<file path="src/design/sdchg_pkg.sv">
// Package for the stereo DC blocker, high-pass and soft gate.
// Fixed-point constants, register indexes and reset values. No dependencies.
`timescale 1ns / 1ps
`default_nettype none

package sdchg_pkg;

  localparam int SAMPLE_BITS_DEF = 16;

  localparam int FRAC_BITS    = 16;
  localparam int DC_COEF      = 8389;   // 0.0005 in Q0.24
  localparam int DC_COEF_BITS = 14;
  localparam int DC_SHIFT     = 24;

  localparam int COEF_W    = 16;
  localparam int THR_W     = 15;
  localparam int CFG_IDX_W = 1;

  localparam logic [CFG_IDX_W-1:0] REG_HP_COEF  = 1'b0;
  localparam logic [CFG_IDX_W-1:0] REG_GATE_THR = 1'b1;

  localparam logic [COEF_W-1:0] HP_COEF_RESET  = 16'd64857;
  localparam logic [THR_W-1:0]  GATE_THR_RESET = 15'd164;

  localparam int PROD_W  = 64;
  localparam int SQ_BITS = THR_W + FRAC_BITS;   // gated magnitude bound
  localparam int DIV_W   = 2 * THR_W + 1;

endpackage

`default_nettype wire

</file>
<file path="src/design/stereo_dc_highpass_soft_gate_top.sv">
// Stereo DC blocker, one-pole high-pass and soft noise gate, bit-serial datapath.
// Depends on sdchg_pkg.
//
// Usage:
//   Input channel in_valid / in_stall carries one word: a stereo frame
//   left_in, right_in. A word is taken when in_valid is high and in_stall low.
//   Output channel out_valid / out_stall returns one word per frame,
//   left_out, right_out, taken when out_valid is high and out_stall low.
//   cfg_write with cfg_index / cfg_data sets the pole coefficient (index 0)
//   or the gate threshold (index 1); write only while no frame is in flight.
//   Channels are worked one after the other through one shift-add multiplier
//   (one multiplier bit per cycle) and one restoring divider (one quotient bit
//   per cycle); squaring and divide run only when the gate scales a channel.
//   A frame is taken only while the block is idle, never before the last
//   one is done. A finished word sits in the output register while the next
//   frame is accepted and worked; if the receiver still stalls when that
//   frame is done, the block holds it and keeps in_stall high.
//   Synchronous reset clears the filter state, restores the register reset
//   values and empties the output register.
`timescale 1ns / 1ps
`default_nettype none

module stereo_dc_highpass_soft_gate_top #(
  parameter int SAMPLE_BITS = sdchg_pkg::SAMPLE_BITS_DEF
) (
  input  wire logic                          clk,
  input  wire logic                          rst,
  input  wire logic                          in_valid,
  output logic                               in_stall,
  input  wire logic signed [SAMPLE_BITS-1:0] left_in,
  input  wire logic signed [SAMPLE_BITS-1:0] right_in,
  output logic                               out_valid,
  input  wire logic                          out_stall,
  output logic signed [SAMPLE_BITS-1:0]      left_out,
  output logic signed [SAMPLE_BITS-1:0]      right_out,
  input  wire logic                          cfg_write,
  input  wire logic [sdchg_pkg::CFG_IDX_W-1:0] cfg_index,
  input  wire logic [sdchg_pkg::COEF_W-1:0]  cfg_data
);

  import sdchg_pkg::*;

  localparam int SB  = SAMPLE_BITS;
  localparam int XW  = SB + FRAC_BITS;   // sample in Q.16, DC level
  localparam int CW  = SB + 17;          // centred input
  localparam int FW  = SB + 18;          // filter state
  localparam int SW  = SB + 20;          // filter sum
  localparam int QW  = (SB + 2 > THR_W) ? SB + 2 : THR_W;
  localparam int CNW = $clog2(SQ_BITS);

  localparam logic [3:0] S_IDLE     = 4'd0;
  localparam logic [3:0] S_DC_SET   = 4'd1;
  localparam logic [3:0] S_DC_MUL   = 4'd2;
  localparam logic [3:0] S_FILT_SET = 4'd3;
  localparam logic [3:0] S_SUM      = 4'd4;
  localparam logic [3:0] S_HP_MUL   = 4'd5;
  localparam logic [3:0] S_CLAMP    = 4'd6;
  localparam logic [3:0] S_GATE     = 4'd7;
  localparam logic [3:0] S_SQ_MUL   = 4'd8;
  localparam logic [3:0] S_DIV_SET  = 4'd9;
  localparam logic [3:0] S_DIV      = 4'd10;
  localparam logic [3:0] S_SAT      = 4'd11;
  localparam logic [3:0] S_DONE     = 4'd12;

  localparam logic signed [PROD_W-1:0] Y_MAX = (PROD_W'(1) <<< (FW - 1)) - PROD_W'(1);
  localparam logic signed [PROD_W-1:0] Y_MIN = -Y_MAX - PROD_W'(1);
  localparam logic [QW-1:0] Q_POS_MAX = QW'((1 << (SB - 1)) - 1);
  localparam logic [QW-1:0] Q_NEG_MAX = QW'(1 << (SB - 1));
  localparam logic [SB-1:0] OUT_MAX   = {1'b0, {(SB - 1){1'b1}}};
  localparam logic [SB-1:0] OUT_MIN   = {1'b1, {(SB - 1){1'b0}}};

  // control and architectural state
  logic [3:0]            state;
  logic                  ch;
  logic [CNW-1:0]        cnt;
  logic [COEF_W-1:0]     hp_coef;
  logic [THR_W-1:0]      gate_thr;
  logic signed [XW-1:0]  dc [2];
  logic signed [CW-1:0]  cprev [2];
  logic signed [FW-1:0]  yprev [2];

  // datapath
  logic signed [PROD_W-1:0] mcand;
  logic [SQ_BITS-1:0]       mplier;
  logic signed [PROD_W-1:0] acc;
  logic [DIV_W-1:0]         divw;
  logic signed [SB-1:0]     smp [2];
  logic signed [CW-1:0]     c_cur;
  logic signed [FW-1:0]     y_cur;
  logic [QW-1:0]            q;
  logic signed [SB-1:0]     res [2];

  logic signed [XW-1:0]     x_cur;
  logic signed [CW-1:0]     dc_diff;
  logic signed [XW-1:0]     dc_new;
  logic signed [CW-1:0]     c_new;
  logic signed [SW-1:0]     hp_sum;
  logic signed [PROD_W-1:0] y_full;
  logic signed [FW-1:0]     y_clamped;
  logic [FW-1:0]            mag;
  logic [SQ_BITS-1:0]       thr_fix;
  logic                     gated;
  logic [THR_W:0]           rem_try;
  logic                     rem_ge;
  logic [THR_W:0]           rem_new;
  logic signed [SB-1:0]     sat_out;
  logic                     mul_last;
  logic                     out_free;

  assign in_stall = (state != S_IDLE);
  assign out_free = !out_valid || !out_stall;
  assign mul_last = (cnt == '0);

  always_comb begin
    x_cur   = {smp[ch], {FRAC_BITS{1'b0}}};
    dc_diff = CW'(x_cur) - CW'(dc[ch]);
    dc_new  = dc[ch] + XW'(acc >>> DC_SHIFT);
    c_new   = CW'(x_cur) - CW'(dc_new);
    hp_sum  = SW'(yprev[ch]) + SW'(c_cur) - SW'(cprev[ch]);
    y_full  = acc >>> FRAC_BITS;
    if (y_full > Y_MAX) begin
      y_clamped = Y_MAX[FW-1:0];
    end else if (y_full < Y_MIN) begin
      y_clamped = Y_MIN[FW-1:0];
    end else begin
      y_clamped = y_full[FW-1:0];
    end
    mag     = y_cur[FW-1] ? (~y_cur + FW'(1)) : y_cur;
    thr_fix = {gate_thr, {FRAC_BITS{1'b0}}};
    gated   = PROD_W'(mag) < PROD_W'(thr_fix);
    rem_try = {divw[DIV_W-2:THR_W], divw[THR_W-1]};
    rem_ge  = rem_try >= {1'b0, gate_thr};
    rem_new = rem_ge ? (rem_try - {1'b0, gate_thr}) : rem_try;
    if (!y_cur[FW-1]) begin
      sat_out = (q > Q_POS_MAX) ? OUT_MAX : SB'(q);
    end else begin
      sat_out = (q > Q_NEG_MAX) ? OUT_MIN : SB'(~q + QW'(1));
    end
  end

  // configuration
  always_ff @(posedge clk) begin
    if (rst) begin
      hp_coef  <= HP_COEF_RESET;
      gate_thr <= GATE_THR_RESET;
    end else if (cfg_write) begin
      unique case (cfg_index)
        REG_HP_COEF:  hp_coef  <= cfg_data;
        REG_GATE_THR: gate_thr <= cfg_data[THR_W-1:0];
        default: ;
      endcase
    end
  end

  // sequencer and filter state
  always_ff @(posedge clk) begin
    if (rst) begin
      state     <= S_IDLE;
      ch        <= 1'b0;
      cnt       <= '0;
      out_valid <= 1'b0;
      for (int i = 0; i < 2; i++) begin
        dc[i]    <= '0;
        cprev[i] <= '0;
        yprev[i] <= '0;
      end
    end else begin
      if (state == S_DONE && out_free) begin
        out_valid <= 1'b1;
      end else if (out_valid && !out_stall) begin
        out_valid <= 1'b0;
      end
      unique case (state)
        S_IDLE: begin
          if (in_valid) begin
            ch    <= 1'b0;
            state <= S_DC_SET;
          end
        end
        S_DC_SET: begin
          cnt   <= CNW'(DC_COEF_BITS - 1);
          state <= S_DC_MUL;
        end
        S_DC_MUL: begin
          cnt <= cnt - CNW'(1);
          if (mul_last) begin
            state <= S_FILT_SET;
          end
        end
        S_FILT_SET: begin
          dc[ch] <= dc_new;
          state  <= S_SUM;
        end
        S_SUM: begin
          cprev[ch] <= c_cur;
          cnt       <= CNW'(COEF_W - 1);
          state     <= S_HP_MUL;
        end
        S_HP_MUL: begin
          cnt <= cnt - CNW'(1);
          if (mul_last) begin
            state <= S_CLAMP;
          end
        end
        S_CLAMP: begin
          yprev[ch] <= y_clamped;
          state     <= S_GATE;
        end
        S_GATE: begin
          if (gated) begin
            cnt   <= CNW'(SQ_BITS - 1);
            state <= S_SQ_MUL;
          end else begin
            state <= S_SAT;
          end
        end
        S_SQ_MUL: begin
          cnt <= cnt - CNW'(1);
          if (mul_last) begin
            state <= S_DIV_SET;
          end
        end
        S_DIV_SET: begin
          cnt   <= CNW'(THR_W - 1);
          state <= S_DIV;
        end
        S_DIV: begin
          cnt <= cnt - CNW'(1);
          if (mul_last) begin
            state <= S_SAT;
          end
        end
        S_SAT: begin
          if (!ch) begin
            ch    <= 1'b1;
            state <= S_DC_SET;
          end else begin
            state <= S_DONE;
          end
        end
        S_DONE: begin
          if (out_free) begin
            state <= S_IDLE;
          end
        end
        default: state <= S_IDLE;
      endcase
    end
  end

  // datapath registers
  always_ff @(posedge clk) begin
    case (state)
      S_IDLE: begin
        if (in_valid) begin
          smp[0] <= left_in;
          smp[1] <= right_in;
        end
      end
      S_DC_SET: begin
        mcand  <= PROD_W'(dc_diff);
        mplier <= SQ_BITS'(DC_COEF);
        acc    <= '0;
      end
      S_DC_MUL, S_HP_MUL, S_SQ_MUL: begin
        acc    <= acc + (mplier[0] ? mcand : '0);
        mcand  <= mcand <<< 1;
        mplier <= mplier >> 1;
      end
      S_FILT_SET: begin
        c_cur <= c_new;
      end
      S_SUM: begin
        mcand  <= PROD_W'(hp_sum);
        mplier <= SQ_BITS'(hp_coef);
        acc    <= '0;
      end
      S_CLAMP: begin
        y_cur <= y_clamped;
      end
      S_GATE: begin
        if (gated) begin
          mcand  <= $signed(PROD_W'(mag));
          mplier <= SQ_BITS'(mag);
          acc    <= '0;
        end else begin
          q <= QW'(mag >> FRAC_BITS);
        end
      end
      S_DIV_SET: begin
        divw <= {1'b0, acc[2 * FRAC_BITS +: 2 * THR_W]};
      end
      S_DIV: begin
        divw <= {rem_new, divw[THR_W-2:0], rem_ge};
        if (mul_last) begin
          q <= QW'({divw[THR_W-2:0], rem_ge});
        end
      end
      S_SAT: begin
        res[ch] <= sat_out;
      end
      S_DONE: begin
        if (out_free) begin
          left_out  <= res[0];
          right_out <= res[1];
        end
      end
      default: ;
    endcase
  end

endmodule

`default_nettype wire

</file>
<file path="config.mk">
export PLATFORM = sky130hd
export DESIGN_NAME = stereo_dc_highpass_soft_gate_top
export DESIGN_NICKNAME = d
export VERILOG_FILES = /design/src/design/sdchg_pkg.sv /design/src/design/stereo_dc_highpass_soft_gate_top.sv
export SDC_FILE = /design/constraint.sdc
export NUM_CORES = 1
export LEC_CHECK = 0
export BUFFER_PORTS_ARGS = -buffer_cell sky130_fd_sc_hd__buf_2
export CAP_MARGIN = 10
export CORE_MARGIN = 2
export CORE_UTILIZATION = 25
export CTS_CLUSTER_SIZE = 14
export DETAILED_ROUTE_END_ITERATION = 10
export GPL_TIMING_DRIVEN = 0
export PLACE_DENSITY = 0.39
export SYNTH_ARGS = -nofsm -noshare
export SYNTH_HDL_FRONTEND = slang
export SYNTH_SLANG_ARGS = --single-unit
</file>
<file path="constraint.sdc">
create_clock -name clk -period 22.7 [get_ports clk]
set_input_delay 3.405 -clock clk [delete_from_list [all_inputs] [get_ports clk]]
set_output_delay 3.405 -clock clk [all_outputs]
set_load 0.03 [all_outputs]
</file>
==> After elaboration in Yosys (flattened, before gate mapping) <==
Memories as Yosys holds them, arrays and structs flattened. A register that Yosys moved wholly into a read port is not among the register bits.
Cells that the tools add are included.
{ "totals": {"mem_count": 5, "input_bits": 54, "word_cells": 153, "ff_bits": 316, "mem_bits_rw": 262} }
{ "op_classes": {"bitwise_logic": 3, "n_addsub": 10, "mux": 66, "order_cmp": 6, "n_reduce_logical": 30, "n_eq_ne": 20} }
{ "memory_table": {"columns": ["name", "words", "width", "read_ports", "rd_ports_with_merged_regs", "wr", "line_no", "source"], "rows": [
  ["yprev", 2, 34, 1, 1, 2, "stereo_dc_highpass_soft_gate_top.sv:80", "logic signed [FW-1:0] yprev [2];"],
  ["cprev", 2, 33, 1, 1, 2, "stereo_dc_highpass_soft_gate_top.sv:79", "logic signed [CW-1:0] cprev [2];"],
  ["dc", 2, 32, 1, 1, 2, "stereo_dc_highpass_soft_gate_top.sv:78", "logic signed [XW-1:0] dc [2];"],
  ["res", 2, 16, 2, 2, 1, "stereo_dc_highpass_soft_gate_top.sv:91", "logic signed [SB-1:0] res [2];"],
  ["smp", 2, 16, 1, 1, 2, "stereo_dc_highpass_soft_gate_top.sv:87", "logic signed [SB-1:0] smp [2];"]
]} }
{ "ops": {"columns": ["cell", "count"], "rows": [
  ["case mux 64 bit (4 select lines)", 1],
  ["two-way mux 64 bit", 3],
  ["case mux 64 bit (3 select lines)", 1],
  ["two-way mux 34 bit", 4],
  ["case mux 31 bit (4 select lines)", 1],
  ["subtractor 32 x 32 -> 33 bit", 2],
  ["adder 64 bit", 1],
  ["case mux 30 bit (2 select lines)", 1],
  ["case mux 4 bit (13 select lines)", 1],
  ["greater-than comparator 48 x 34 -> 1 bit, second input constant", 1],
  ["less-than comparator 48 x 34 -> 1 bit, second input constant", 1],
  ["two-way mux 16 bit", 3],
  ["two-way mux 18 bit", 2],
  ["case mux 18 bit (2 select lines)", 1],
  ["subtractor 35 x 33 -> 36 bit", 1],
  ["adder 34 x 33 -> 35 bit", 1],
  ["adder 34 x 2 -> 34 bit, second input constant", 1],
  ["less-than comparator 34 x 31 -> 1 bit", 1],
  ["inverter 34 bit", 1],
  ["OR reduction 34 bit", 1],
  ["two-way mux 1 bit", 33],
  ["two-way mux 33 bit", 1],
  ["OR reduction 33 bit", 1],
  ["adder 32 bit", 1],
  ["other kinds (37)", 70]
]} }

==> Depth between registers and ports, before layout <==
{ "logic_depth": {"depth_word": 6, "depth_mapped": 26, "ltp_nobuf": 23} }

==> Worst setup path before layout <==
Ideal clock, no wire load.
{ "synth_timing": {"path_kind": "reg2reg", "start": "reg y_cur[15]", "end": "reg mcand[0], enable pin", "period_less_slack_ns": 10.858, "arrival_ns": 10.178, "setup_ns": 0.680, "required_time_ns": 22.020, "stages_incl_launch_ff": 17, "slack_ns": 11.842, "path_cell_list": "edfxtp_1 -> or4_4 -> nor4_4 -> or4b_1 -> or2_2 -> nand2_1 -> xor2_1 -> inv_1 -> ha_1 -> nor2b_1 -> o21ai_0 -> nand2b_1 -> a21oi_1 -> nand3_1 -> o21ai_0 -> a221oi_1 -> o21ai_0"} }
{ "synth_between": {"elab_chain_len": 6} }
{ "synth_lines": {"columns": ["element", "line_no", "source"], "rows": [
  ["start: declaration", "stereo_dc_highpass_soft_gate_top.sv:89", "logic signed [FW-1:0] y_cur;"],
  ["start signal: assignment", "stereo_dc_highpass_soft_gate_top.sv:279", "y_cur <= y_clamped;"],
  ["inverter 34 bit", "stereo_dc_highpass_soft_gate_top.sv:128", "mag = y_cur[FW-1] ? (~y_cur + FW'(1)) : y_cur;"],
  ["adder 34 x 2 -> 34 bit", "stereo_dc_highpass_soft_gate_top.sv:128", null],
  ["two-way mux 34 bit (*)", "stereo_dc_highpass_soft_gate_top.sv:128", null],
  ["less-than comparator 34 x 31 -> 1 bit (*)", "stereo_dc_highpass_soft_gate_top.sv:130", "gated = PROD_W'(mag) < PROD_W'(thr_fix);"],
  ["inequality test 2 bit (no source line) (*)", null, null],
  ["AND reduction 2 bit (no source line) (*)", null, null],
  ["end signal: assignment", "stereo_dc_highpass_soft_gate_top.sv:261", "mcand <= PROD_W'(dc_diff);"],
  ["end signal: assignment", "stereo_dc_highpass_soft_gate_top.sv:267", "mcand <= mcand <<< 1;"],
  ["end signal: assignment", "stereo_dc_highpass_soft_gate_top.sv:274", "mcand <= PROD_W'(hp_sum);"],
  ["end: declaration", "stereo_dc_highpass_soft_gate_top.sv:83", "logic signed [PROD_W-1:0] mcand;"]
]} }
Every way passes the cells marked *; elsewhere a longest branch is shown, timed or not.
A chain may end at the register's enable or synchronous reset.

==> impl_metrics.csv <==
group,metric,value,unit
outcome,status,"completed",
detailed_routing,drt-total-wl,141000,um
detailed_routing,wl_met2,64600,um
sta,rsz0062_at_grt,"no",
place,io_buffers,87,
synthesis,synthTopCellsByCount,"edfxtp_1, nor2_1, nand2_1, a21oi_1, inv_1",
clock_network,cts_buffer_depth,3,
synthesis,synth_compound_area_frac,0.158,
cells_and_area,syn_to_final_growth,17.1,%
detailed_routing,maxUsedRoutingLayer,"met4",
floorplan,fp.coreArea,149000,um^2
synthesis,syn_nets,3961,
synthesis,ys.flop_type,"edfxtp_1",
synthesis,synthAdderAreaFrac,0.0854,
sta,slew_headroom,0.126,
clock_network,post_cts_resize_count,0,
floorplan,start_util,0.251,
detailed_routing,dr.pass1.iters,6,
synthesis,synth_xor_area_frac,0.0436,
sta,drv_slew,0,
synthesis,netlist_instances,3673,
pwr,power,6.62,mW
sta,tightestPinTransition,1310,ps
detailed_routing,vias_per_cell,4.88,
synthesis,muxShareOfSynthArea,0.0401,
place,gp_congestion,0.907,
synthesis,synth_cell_types,94,
cells_and_area,layout-drive-gt1-share,0.0941,
sta,worst_slack,13680,ps
clock_network,path_clk_slew,60,ps
global_route,track_usage,0.181,
synthesis,ys_ff_latch,611,
setup_path,reg2reg_depth,25,
sta,skew,38.7,ps
global_route,antenna_found_initial,9,
setup_path,cp-start-kind,"flip-flop",
floorplan,dieArea,153000,um^2
sta,period_minus_slack,9020,ps
floorplan,placement_rows,142,
pwr,power_density,151,nW/um^2
sta,fin_tns_setup,0,ps
place,dp.cells,5801,
setup_path,r2r_slack,13680,ps
detailed_routing,wl_met3,6890,um
cells_and_area,instances_no_fill,5960,
clock_network,cts-root-buf,"clkbuf_16",
sta,hold_viol_final,0,
detailed_routing,drc_errors,0,
floorplan,die_h,392,um
synthesis,synth-seq-area-share,0.477,
detailed_routing,met1_length,66200,um
sta,timing.final.crit_share,0.397,
clock_network,cts_tree,"yes",
setup_path,crit_path_end,"c_cur[25]",
synthesis,synth_top_family_by_area,"compound AO/OA/AOI/OAI gates",
pwr,p_leak,17.5,nW
synthesis,synth-edff-count,568,
clock_network,cts_hold_buf,0,
global_route,grt_pass1_vias,28068,
synthesis,syn_avg_cell_area,10.2,um^2
global_route,gr-total-overflow,0,
min_path,hp-class,"flip-flop to flip-flop",
global_route,grt_pass1_wl,201000,um
floorplan,fp.dieW,392,um
synthesis,synth_top_cell_area_share,0.454,
synthesis,synth.area.top_cells,"edfxtp_1, ha_1, nor2_1",
synthesis,synth_top_cell_by_area,"edfxtp_1",
sta,setup_viol,0,
clock_network,htreeDepth,3,
setup_path,arrival,9420,ps
cells_and_area,nets,4159,
detailed_routing,ant_nets,0,
pwr,ir_drop,63.2,uV
floorplan,io_pins,88,
synthesis,synth_async_sr_flop_share,0,
place,dp_hpwl,110000,um
global_route,grt_max_degree,30,
clock_network,cts_made_buffers,84,
synthesis,yosys_warnings,0,
synthesis,yosysMostFrequentCell,"edfxtp_1",
synthesis,yosys.area_share.simple,0.152,
detailed_routing,vias,29068,
clock_network,cts_setup_buffers,0,
synthesis,synth_area,37500,um^2
setup_path,worstSetupEndpointType,"flip-flop",
setup_path,critPathKind,"flip-flop to flip-flop",
job,maxCapViolations,0,
setup_path,cp_max_fo,10,
place,preCtsSetupSlack,13810,ps
setup_path,required,23100,ps
clock_network,clk_latency,700,ps
detailed_routing,wl_per_cell,23.7,um
detailed_routing,drt_iter0_drc,2570,
clock_network,cts.sinks,611,
setup_path,r2r_end,"c_cur[25]",
sta,clock.fmax,0.111,GHz
[cells by family (layout without fill, tap and decap cells)]
| group | count (synthesis) | after routing |
|---|---|---|
| AND/OR/NAND/NOR | 1175 | 1175 |
| adder cells (fa/ha/maj) | 234 | 234 |
| XOR/XNOR | 186 | 186 |
| flip-flops | 611 | 611 |
| multiplexers | 143 | 143 |
| buffers and inverters | 427 | 696 |
| other | 0 | 2 |
| AO/OA/AOI/OAI | 897 | 897 |
[per-stage QoR]
step,utilization,instance area [um^2],hold slack [ps]
finish,0.294,44000,414
global placement,0.271,40500,404
floorplan,-,37500,400
CTS,0.294,44000,414
global route,0.294,44000,422
detailed placement,0.275,41000,405
[final cells by class]
class,count,area [um^2]
Multi-Input combinational cell,2635,18100
Clock inverter,48,624
Fill cell,15660,105000
Inverter,253,950
Buffer,174,681
Sequential cell,611,17900
Tap cell,2016,2520
Antenna cell,2,5.00
Clock buffer,109,2290
Timing Repair Buffer,112,893
[worst max-delay path, cell delays in order, from the launching register on]
cell and delay (ps):
dfxtp_1 480, buf_2 360, buf_4 280, buf_1 590
clkbuf_1 770, clkbuf_1 1010, mux2i_1 510, inv_1 100
ha_1 300, a211oi_1 120, o21ai_1 270, nand3_1 180
a211o_1 380, a41oi_1 590, a21o_1 200, a21oi_1 70
xor2_1 440, ha_1 320, clkbuf_1 220, nand2_1 120
nor2_1 60, and3_1 180, a311oi_1 630, o21ai_0 170
a21oi_1 200, xnor2_1 140
[placed cells by master (no fill, tap or decap), types with 41 or more instances in the layout]
| master | n |
|---|---|
| a21o_1 | 155 |
| and3_1 | 96 |
| xor2_1 | 81 |
| nor3_1 | 60 |
| clkbuf_1 | 173 |
| xnor2_1 | 104 |
| mux2i_1 | 83 |
| ha_1 | 197 |
| nand3_1 | 53 |
| buf_2 | 92 |
| edfxtp_1 | 568 |
| clkbuf_16 | 85 |
| nor2_1 | 385 |
| mux2_2 | 60 |
| o21ai_0 | 142 |
| a21oi_1 | 256 |
| inv_1 | 252 |
| and2_1 | 76 |
| nor2b_1 | 41 |
| nand2_1 | 273 |
| dfxtp_1 | 43 |
[sequential cells by signal, summed over array words and instances (netlist names), 4 cells and up, named ones only]
register and cells:
yprev 68, cprev 66, acc 64, dc 64, mcand 64, y_cur 34
c_cur 33, res 32, smp 32, mplier 31, divw 30, q 18
hp_coef 16, left_out 16, right_out 16, gate_thr 15, cnt 5, state 4
[power breakdown]
part           internal, mW  switching (mW)  total, mW  leakage, nW
sequential             1.65           0.269       1.92         5.83
combinational          1.16            2.14       3.30         10.3
clock                 0.843           0.563       1.41         1.40
total                  3.65            2.97       6.62         17.5
[how the worst min path moves through the flow]
| stage | from | endpoint | slack, ps | cells after the start |
|---|---|---|---|---|
| final | res[1][3] | right_out[3] | 410 | 0 |
| after global routing | res[0][9] | left_out[9] | 420 | 0 |
| after CTS | res[1][3] | right_out[3] | 410 | 0 |
| after detailed placement | res[0][0] | left_out[0] | 400 | 0 |
| after global placement | res[1][7] | right_out[7] | 400 | 0 |
| after floorplan | res[0][0] | left_out[0] | 400 | 0 |
[layer usage]
layer  global-route usage  up-vias
li1                     -    13803
met1                0.254    14274
met2                0.292      835
met3               0.0216      156
met4               0.0529        0
met5                    0        -
Note: power is estimated with default switching activity, not from simulation.
